===== src/rtl/core/extent_runlist_decoder_macros.svh =====
// Assertion helpers; the including scope supplies clk and rst_n.
`ifndef EXTENT_RUNLIST_DECODER_MACROS_SVH
`define EXTENT_RUNLIST_DECODER_MACROS_SVH

// Same-cycle implication.
`define ERD_ASSERT_IMP(label, ante, cons, msg) \
    label: assert property (@(posedge clk) disable iff (!rst_n) (ante) |-> (cons)) \
        else $error(msg);

// Next-cycle implication.
`define ERD_ASSERT_NXT(label, ante, cons, msg) \
    label: assert property (@(posedge clk) disable iff (!rst_n) (ante) |=> (cons)) \
        else $error(msg);

`endif


===== src/rtl/core/erd_pkg.sv =====
`timescale 1ns / 1ps

package erd_pkg;

    localparam int MAX_RUNS_DEF = 64;
    localparam int IDX_OUT_W    = 7;

    typedef enum logic [2:0] {
        KIND_RUN  = 3'd0,
        KIND_END  = 3'd1,
        KIND_HIT  = 3'd2,
        KIND_MISS = 3'd3,
        KIND_ERR  = 3'd4
    } kind_t;

    typedef struct packed {
        logic [63:0] start;
        logic [63:0] nxt;
        logic [63:0] lcn;
        logic [31:0] alloc;
    } entry_t;

    // Lookup token travelling down the cell row
    typedef struct packed {
        logic                 active;
        logic                 found;
        logic [62:0]          q;
        logic [IDX_OUT_W-1:0] idx;
        entry_t               ent;
    } scan_t;

    // Sign-extend a little-endian field of nbytes bytes; zero bytes gives 0
    function automatic logic [63:0] sext_field(input logic [63:0] acc,
                                               input logic [3:0]  nbytes);
        logic [63:0] r;
        r = 64'd0;
        unique case (nbytes)
            4'd1:    r = {{56{acc[7]}},  acc[7:0]};
            4'd2:    r = {{48{acc[15]}}, acc[15:0]};
            4'd3:    r = {{40{acc[23]}}, acc[23:0]};
            4'd4:    r = {{32{acc[31]}}, acc[31:0]};
            4'd5:    r = {{24{acc[39]}}, acc[39:0]};
            4'd6:    r = {{16{acc[47]}}, acc[47:0]};
            4'd7:    r = {{8{acc[55]}},  acc[55:0]};
            4'd8:    r = acc;
            default: r = 64'd0;
        endcase
        return r;
    endfunction

endpackage


===== src/rtl/core/erd_cell.sv =====
`timescale 1ns / 1ps

module erd_cell
    import erd_pkg::*;
#(
    parameter int IDX = 0
)
(
    input  logic   clk,
    input  logic   rst_n,
    input  logic   wr_en,
    input  entry_t wr_ent,
    input  logic   live,
    input  scan_t  tok_in,
    output scan_t  tok_out
);

    entry_t ent_reg;
    scan_t  tok_reg;
    scan_t  tok_next;
    logic   hit;

    // start <= q < next, signed 64-bit
    always_comb
    begin
        hit = tok_in.active && !tok_in.found && live
              && ($signed(ent_reg.start) <= $signed({1'b0, tok_in.q}))
              && ($signed(ent_reg.nxt) > $signed({1'b0, tok_in.q}));
        tok_next = tok_in;
        if (hit)
        begin
            tok_next.found = 1'b1;
            tok_next.idx   = IDX_OUT_W'(IDX);
            tok_next.ent   = ent_reg;
        end
    end

    always_ff @(posedge clk)
    begin
        if (wr_en)
        begin
            ent_reg <= wr_ent;
        end
    end

    always_ff @(posedge clk or negedge rst_n)
    begin
        if (!rst_n)
        begin
            tok_reg <= '0;
        end
        else
        begin
            tok_reg <= tok_next;
        end
    end

    assign tok_out = tok_reg;

endmodule


===== config.mk =====
export PLATFORM = sky130hd
export DESIGN_NAME = erd_cell
export DESIGN_NICKNAME = d
export VERILOG_FILES = /design/src/rtl/core/extent_runlist_decoder_macros.svh /design/src/rtl/core/erd_pkg.sv /design/src/rtl/core/erd_cell.sv
export SDC_FILE = /design/constraint.sdc
export NUM_CORES = 1
export LEC_CHECK = 0
export BUFFER_PORTS_ARGS = -buffer_cell sky130_fd_sc_hd__buf_2
export CAP_MARGIN = 15
export CORE_AREA = 2 2 321 323
export CTS_CLUSTER_SIZE = 12
export DETAILED_ROUTE_END_ITERATION = 8
export DIE_AREA = 0 0 323 325
export PLACE_DENSITY = 0.37
export SLEW_MARGIN = 20
export SYNTH_ARGS = -nofsm -noshare
export SYNTH_HDL_FRONTEND = slang
export SYNTH_SLANG_ARGS = --single-unit

===== constraint.sdc =====
create_clock -name clk -period 4.2 [get_ports clk]
set_input_delay 0.21 -clock clk [delete_from_list [all_inputs] [get_ports clk]]
set_output_delay 0.21 -clock clk [all_outputs]
set_load 0.005 [all_outputs]

Word-level counts from Yosys, hierarchy flattened
Cells that the tools add are included.
{ "word_totals": {"output_inout_bits": 296, "inputBits": 524, "word_cells": 21, "register_bits": 520} }
{ "op_classes": {"reduce_logical": 5, "n_mux": 2, "n_lt_le_gt_ge": 2} }
{ "ops": {"columns": ["op", "n"], "rows": [
  ["$mux 231", 1],
  ["$gt 64x64->1", 1],
  ["$le 64x64->1", 1],
  ["$logic_and 1x1->1", 4],
  ["$logic_not 1->1", 1],
  ["$mux 1", 1]
]} }

Logic depth before layout (Yosys ltp)
Gate-level depths: netlist (run 1).
{ "logic_depth": {"word_depth": 6, "ltp_mapped": 13, "ltp_nobuf": 10} }

Least setup slack after synthesis (run 1)
No wires, ideal clock.
{ "synth_path": {"path_type": "reg-to-reg", "startpoint": "register ent_reg[134] (netlist bit)", "endpoint": "register tok_reg, in the netlist tok_out[152]", "required_time_ns": 4.075, "path_stages_with_launch": 12, "setup_time_ns": 0.125, "slack_ns": 1.353, "t_arrival_ns": 2.722, "n_path_buf": 3, "period_less_slack_ns": 2.847, "path_cell_list": "edfxtp_1 ha_1 nand4_1 or4_1 o32a_1 a2bb2oi_1 a21boi_2 o221a_2 buf_6 buf_8 buf_12 mux2_4"} }
{ "synth_lines": {"columns": ["element", "line_no", "source"], "rows": [
  ["start, declared", "erd_cell.sv:18", "entry_t ent_reg;"],
  ["start signal, assigned", "erd_cell.sv:42", "ent_reg <= wr_ent;"],
  ["end signal, assigned", "erd_cell.sv:54", "tok_reg <= tok_next;"],
  ["end, declared", "erd_cell.sv:19", "scan_t tok_reg;"]
]} }

==> flow_summary_export.csv, run 1 <==
group,metric,value,unit
placed_design,gp_congestion,0.765,
grt,grt_usage,0.144,
route,drt_pass1_iterations,4,
synthesis,synth_top_area_frac,0.357,
finish,drive_gt1_frac,0.424,
synthesis,syn_nets,1827,
sta,tightest_slew,0.856,ns
critical_path,cp_max_fo,20,
route,vias,15093,
clocking,ctsHoldBuffers,521,
placed_design,port_buffers,819,
finish,syn_to_final_growth,63.4,%
synthesis,synthCells,1177,
clocking,cts_buffer_depth,3,
critical_path,cp.arrival,4.40,ns
pwr,peakVddDrop,0.000311,V
synthesis,synth_largest_area_cell,"dfrtp_1",
grt,grt_max_degree,96,
clocking,htreeDepth,2,
sta,setup_ws,0.313,ns
run_status,status,"complete, no violations",
critical_path,crit_path_end_kind,"flip-flop",
sta,maxSlewHeadroom,0.424,
critical_path,critPathSlowestCell,"or4_1",
sta,setup_violations,0,
synthesis,seq_area_frac_synth,0.682,
die,fp.dieH,325,um
sta,fin_crit_sh,0.925,
die,start_util,0.205,
die,die_w,323,um
finish,nets,3233,
pwr,power_switching,3110,uW
synthesis,ys_ff_latch,520,
synthesis,yosysWarnings,0,
die,core,101000,um^2
critical_path,path_class,"flip-flop to flip-flop",
sta,hold_ws,0.127,ns
grt,grt_pass1_wl,111,mm
sta,max_freq,257,MHz
pwr,switching_share,0.239,
sta,skew,0.0212,ns
pwr,pwr-share-comb,0.126,
route,wl_per_cell,19.5,um
grt,grt_pass1_vias,17241,
critical_path,critPathMaxStageDelay,0.69,ns
sta,layout_min_cycle_time,3.89,ns
clocking,clockRootBuffer,"clkbuf_16",
finish,largest_reg_flops,296,
die,die_area,105000,um^2
placed_design,place_area,26600,um^2
pwr,clkPwrFrac,0.423,
pwr,p_int,9900,uW
pwr,power_density,384,nW/um^2
synthesis,synth-edff-count,224,
clocking,insertion_delay,0.64,ns
critical_path,cp.required,4.72,ns
die,rows,117,
route,via_per_inst,3.77,
job,max_cap_violations,0,
placed_design,pre_cts_ws,0.156,ns
synthesis,ys_top_cells_by_area,"dfrtp_1 36%, edfxtp_1 32%, mux2_4 12%, ha_1 7.6%, mux2_1 2.8%",
synthesis,syn_area,20700,um^2
synthesis,ys_types,42,
finish,finalInstanceArea,33900,um^2
route,drc,0,
route,drt-initial-drc-count,467,
clocking,post_cts_resized,0,
critical_path,crit_buf_inv,2,
hold_path,hold_path_class,"primary input to flip-flop",
sta,finalSetupTns,0,ns
critical_path,critPathTopFamily,"simple AND/OR/NAND/NOR gates",
clocking,clkTransAtPathRegs,0.06,ns
grt,grt_overflow,0,
synthesis,avgSynthCellArea,17.6,um^2
clocking,cts_tree,"yes",
critical_path,start_kind,"flip-flop",
critical_path,worstPathCellList,"ha_1, nand4_1, or4_1, nor3_2, a211oi_1, a21boi_2, o221a_4, buf_12, buf_4, mux2_1",
clocking,numCtsBuffers,61,
route,wirelength,78.1,mm
sta,final_max_slew_viol_count,0,
die,num_io_pins,820,
placed_design,dpl.hpwl,60.1,mm
clocking,post_cts_buffers,0,
sta,finalHoldViolCount,0,
synthesis,async_flop_share,0.569,
route,postRouteAntennaNets,0,
pwr,p_leak,0.0154,uW
sta,rsz0062_at_grt,"false",
clocking,numClockSinks,520,
pwr,seq_power_share,0.450,
grt,antenna_found_initial,10,
synthesis,synth_flop_cell,"dfrtp_1",
## kinds of logic (layout without fill, tap and decap cells)
group | Yosys count | count (layout) | synth area share
multiplexers | 222 | 222 | 0.151
other | 0 | 5 | 0
buffers and inverters | 93 | 1550 | 0.0322
AO/OA/AOI/OAI | 98 | 98 | 0.0284
adder cells (fa/ha/maj) | 126 | 126 | 0.0761
AND/OR/NAND/NOR | 118 | 118 | 0.0297
flip-flops | 520 | 520 | 0.682
## area by class of cell
type | count | area (um^2)
Clock buffer | 86 | 1750
Fill cell | 10155 | 67400
Clock inverter | 28 | 318
Inverter | 67 | 251
Tap cell | 1368 | 1710
Sequential cell | 520 | 14100
Antenna cell | 5 | 12.5
Multi-Input combinational cell | 564 | 5930
Timing Repair Buffer | 1369 | 9750
## stage by stage
| step | instances | utilization | power (uW) |
|---|---|---|---|
| after floorplan | 1177 | - | 6380 |
| after global placement | 3367 | 0.262 | 7220 |
| after detailed placement | 3367 | 0.262 | 7240 |
| after CTS | 4002 | 0.334 | 13300 |
| after global routing | 4006 | 0.334 | 13600 |
| final | 4007 | 0.334 | 13000 |
## cell usage after synthesis (4+ instances only)
cell	n
buf_12	18
nor3_1	4
nand4_1	26
dfrtp_1	296
nand3_1	16
nand2_1	36
mux2_1	52
o21ai_0	13
a21oi_1	53
nor2b_1	9
a21o_1	8
buf_2	6
edfxtp_1	224
ha_1	126
nor2_1	11
inv_1	67
mux2_4	170
a211oi_1	8
## cells in the final DEF (no fill, tap or decap), types with 9 or more instances in the layout
cell,instances
buf_2,817
dlygate4sd3_1,521
dfrtp_1,296
edfxtp_1,224
mux2_4,170
ha_1,126
inv_1,67
clkbuf_16,63
a21oi_1,53
mux2_1,52
nand2_1,36
nand4_1,26
nand3_1,16
buf_12,16
clkbuf_1,14
o21ai_0,13
clkinv_2,13
buf_4,13
nor2_1,11
nor2b_1,9
clkbuf_8,9
## final timing paths
kind	start	endpoint	cells after the start	slack (ns)
setup / recovery	ent_reg[134]	tok_out[8]	10	0.31
hold / removal	wr_en	ent_reg[2]	1	0.13
setup reg to reg	ent_reg[134]	tok_out[8]	10	0.31
hold reg to reg	ent_reg[22]	tok_out[22]	1	0.45
max in group asynchronous	rst_n	tok_out[67]	3	2.85
min in group asynchronous	rst_n	tok_out[226]	2	0.20
## layer usage
layer	global-route usage	share of wire	vias up
met2	0.260	0.51	575
li1	-	-	7140
met1	0.163	0.39	7268
met5	0	0.00073	-
met3	0.0441	0.076	102
met4	0.0400	0.021	8
## worst register-to-register path: cells and delay by family, from the launching register on
family | cells | cell delay [ns]
multiplexers | 1 | 0.35
AND/OR/NAND/NOR | 3 | 1.42
adder cells (fa/ha/maj) | 1 | 0.37
flip-flops | 1 | 0.49
AO/OA/AOI/OAI | 3 | 0.64
buffers and inverters | 2 | 0.52
## power groups by stage
stage / combinational [uW] / sequential, uW / clock [uW]
4_1_cts: 1680 / 5870 / 5710
3_3_place_gp: 1260 / 5960 / 0
5_1_grt: 1820 / 5890 / 5900
6_report: 1640 / 5860 / 5510
2_1_floorplan: 475 / 5910 / 0
3_5_place_dp: 1270 / 5960 / 0
(Power assumes the default switching activity.)
==> inputs of run 2 (changes only) <==
Settings changed: BUFFER_PORTS_ARGS -buffer_cell sky130_fd_sc_hd__buf_2 to not set, DONT_BUFFER_PORTS set to 1, PLACE_DENSITY 0.37 to 0.3.
==> flow_summary_export.csv, run 2 (same netlist as run 1, synthesis figures left out) <==
group,metric,value,unit
finish,largest_reg_flops,296,
die,die_w,323,um
critical_path,start_kind,"flip-flop",
clocking,ctsHoldBuffers,520,
critical_path,crit_path_end_kind,"flip-flop",
finish,fillCellCount,10200,
route,postRouteAntennaNets,0,
die,die_area,105000,um^2
critical_path,path_class,"flip-flop to flip-flop",
clocking,numClockSinks,520,
clocking,post_cts_resized,0,
sta,tightest_slew,0.767,ns
sta,skew,0.0275,ns
critical_path,r2r-end,"tok_out[5]",
sta,rsz0062_at_grt,"false",
clocking,numCtsBuffers,67,
grt,antenna_found_initial,16,
route,via_per_inst,3.83,
grt,grt_overflow,0,
critical_path,cp_max_fo,22,
pwr,power.total,12900,uW
clocking,cts_buffer_depth,3,
finish,final_cell_mix,"520 x dlygate4sd3_1, 296 x dfrtp_1, 224 x edfxtp_1",
critical_path,crit_buf_inv,2,
sta,maxSlewHeadroom,0.484,
critical_path,worst_path_most_repeated_cell,"buf_12",
critical_path,critPathTopFamily,"simple AND/OR/NAND/NOR gates",
route,vias,12244,
critical_path,cp.arrival,4.36,ns
critical_path,critPathMaxStageDelay,0.69,ns
route,drt_pass1_iterations,4,
finish,final_common_cell,"dlygate4sd3_1",
sta,final_max_slew_viol_count,0,
grt,grt_max_degree,297,
pwr,power_density,431,nW/um^2
sta,max_freq,258,MHz
route,wl_per_cell,22.9,um
clocking,post_cts_buffers,0,
critical_path,r2r_cells,10,
clocking,htreeDepth,3,
sta,finalSetupTns,0,ns
die,core,101000,um^2
clocking,cts_tree,"yes",
die,num_io_pins,820,
clocking,insertion_delay,0.61,ns
sta,layout_min_cycle_time,3.88,ns
placed_design,port_buffers,0,
grt,grt_pass1_vias,14323,
placed_design,gp_congestion,0.721,
critical_path,r2r_slack,0.32,ns
route,wirelength,73.0,mm
grt,grt_usage,0.136,
finish,nets,2420,
hold_path,hold_path_class,"primary input to asynchronous set/reset pin",
pwr,peakVddDrop,0.000291,V
die,rows,117,
pwr,p_leak,0.0122,uW
finish,syn_to_final_growth,44.2,%
critical_path,critPathSlowestCell,"or4_1",
sta,fin_crit_sh,0.923,
critical_path,cp.required,4.68,ns
run_status,violations,"hold timing",
critical_path,regToRegStartpoint,"ent_reg[133]",
die,fp.dieH,325,um
grt,grt_pass1_wl,102,mm
job,max_cap_violations,0,
critical_path,worstPathCellList,"ha_1, nand4_1, or4_1, nor3_2, a211oi_1, a21boi_2, o221a_4, buf_12, buf_12, mux2_1",
sta,hold_ws,-0.703,ns
sta,setup_violations,0,
run_status,status,"complete, but fails checks",
die,start_util,0.205,
finish,drive_gt1_frac,0.169,
placed_design,dpl.hpwl,54.3,mm
clocking,clockRootBuffer,"clkbuf_16",
route,drt-initial-drc-count,471,
sta,finalHoldViolCount,419,
clocking,clkTransAtPathRegs,0.06,ns
route,drc,0,
[run 2: worst reg2reg max path, stage by stage (launching register included)]
cell and delay (ns):
edfxtp_1 0.48, ha_1 0.35, nand4_1 0.28, or4_1 0.69, nor3_2 0.48, a211oi_1 0.17, a21boi_2 0.25, o221a_4 0.29
buf_12 0.17, buf_12 0.22, mux2_1 0.37
[run 2: per-stage QoR]
step / area [um^2] / std cells / util / setup WS (ns)
after detailed placement: 22400 / 2549 / 0.221 / 0.101
after CTS: 29900 / 3193 / 0.295 / 0.0861
final: 29900 / 3196 / 0.295 / 0.324
after global placement: 22400 / 2549 / 0.221 / 0.0913
after global routing: 29900 / 3196 / 0.295 / 0.000588
after floorplan: 20700 / 1177 / - / 1.35
[run 2: report_power, final]
part           switching (uW)  internal, uW  leakage, uW  total, uW
clock                    2330          3560      0.00111       5890
combinational             378           651      0.00546       1030
sequential                257          5690      0.00564       5950
[run 2: worst max path at each step]
| stage | start | slack, ns | depth (start not counted) | endpoint |
|---|---|---|---|---|
| 2_1_floorplan | ent_reg[134] | 1.35 | 11 | tok_out[152] |
| 3_3_place_gp | ent_reg[133] | 0.09 | 10 | tok_out[32] |
| 3_5_place_dp | ent_reg[133] | 0.10 | 10 | tok_out[22] |
| 4_1_cts | ent_reg[133] | 0.09 | 10 | tok_out[110] |
| 5_1_grt | ent_reg[134] | 0.0006 | 10 | tok_out[5] |
| 6_report | ent_reg[133] | 0.32 | 10 | tok_out[5] |
[run 2: layout make-up]
| class | instances | area (um^2) | share of cell area |
|---|---|---|---|
| antenna | 3 | 7.51 | 0.000251 |
| clock buffer | 92 | 1940 | 0.0648 |
| clock inverter | 32 | 328 | 0.0110 |
| inverter | 67 | 251 | 0.00841 |
| multi-input combinational | 564 | 5930 | 0.198 |
| sequential | 520 | 14100 | 0.473 |
| tap | 1368 | 1710 | 0.0573 |
| timing repair buffer | 550 | 5590 | 0.187 |
[run 2: layer usage]
metal | vias to the layer above | share of wire | track usage
li1 | 5513 | - | -
met1 | 6058 | 0.38 | 0.149
met2 | 555 | 0.52 | 0.248
met3 | 102 | 0.076 | 0.0440
met4 | 16 | 0.022 | 0.0387
met5 | - | 0.0015 | 0
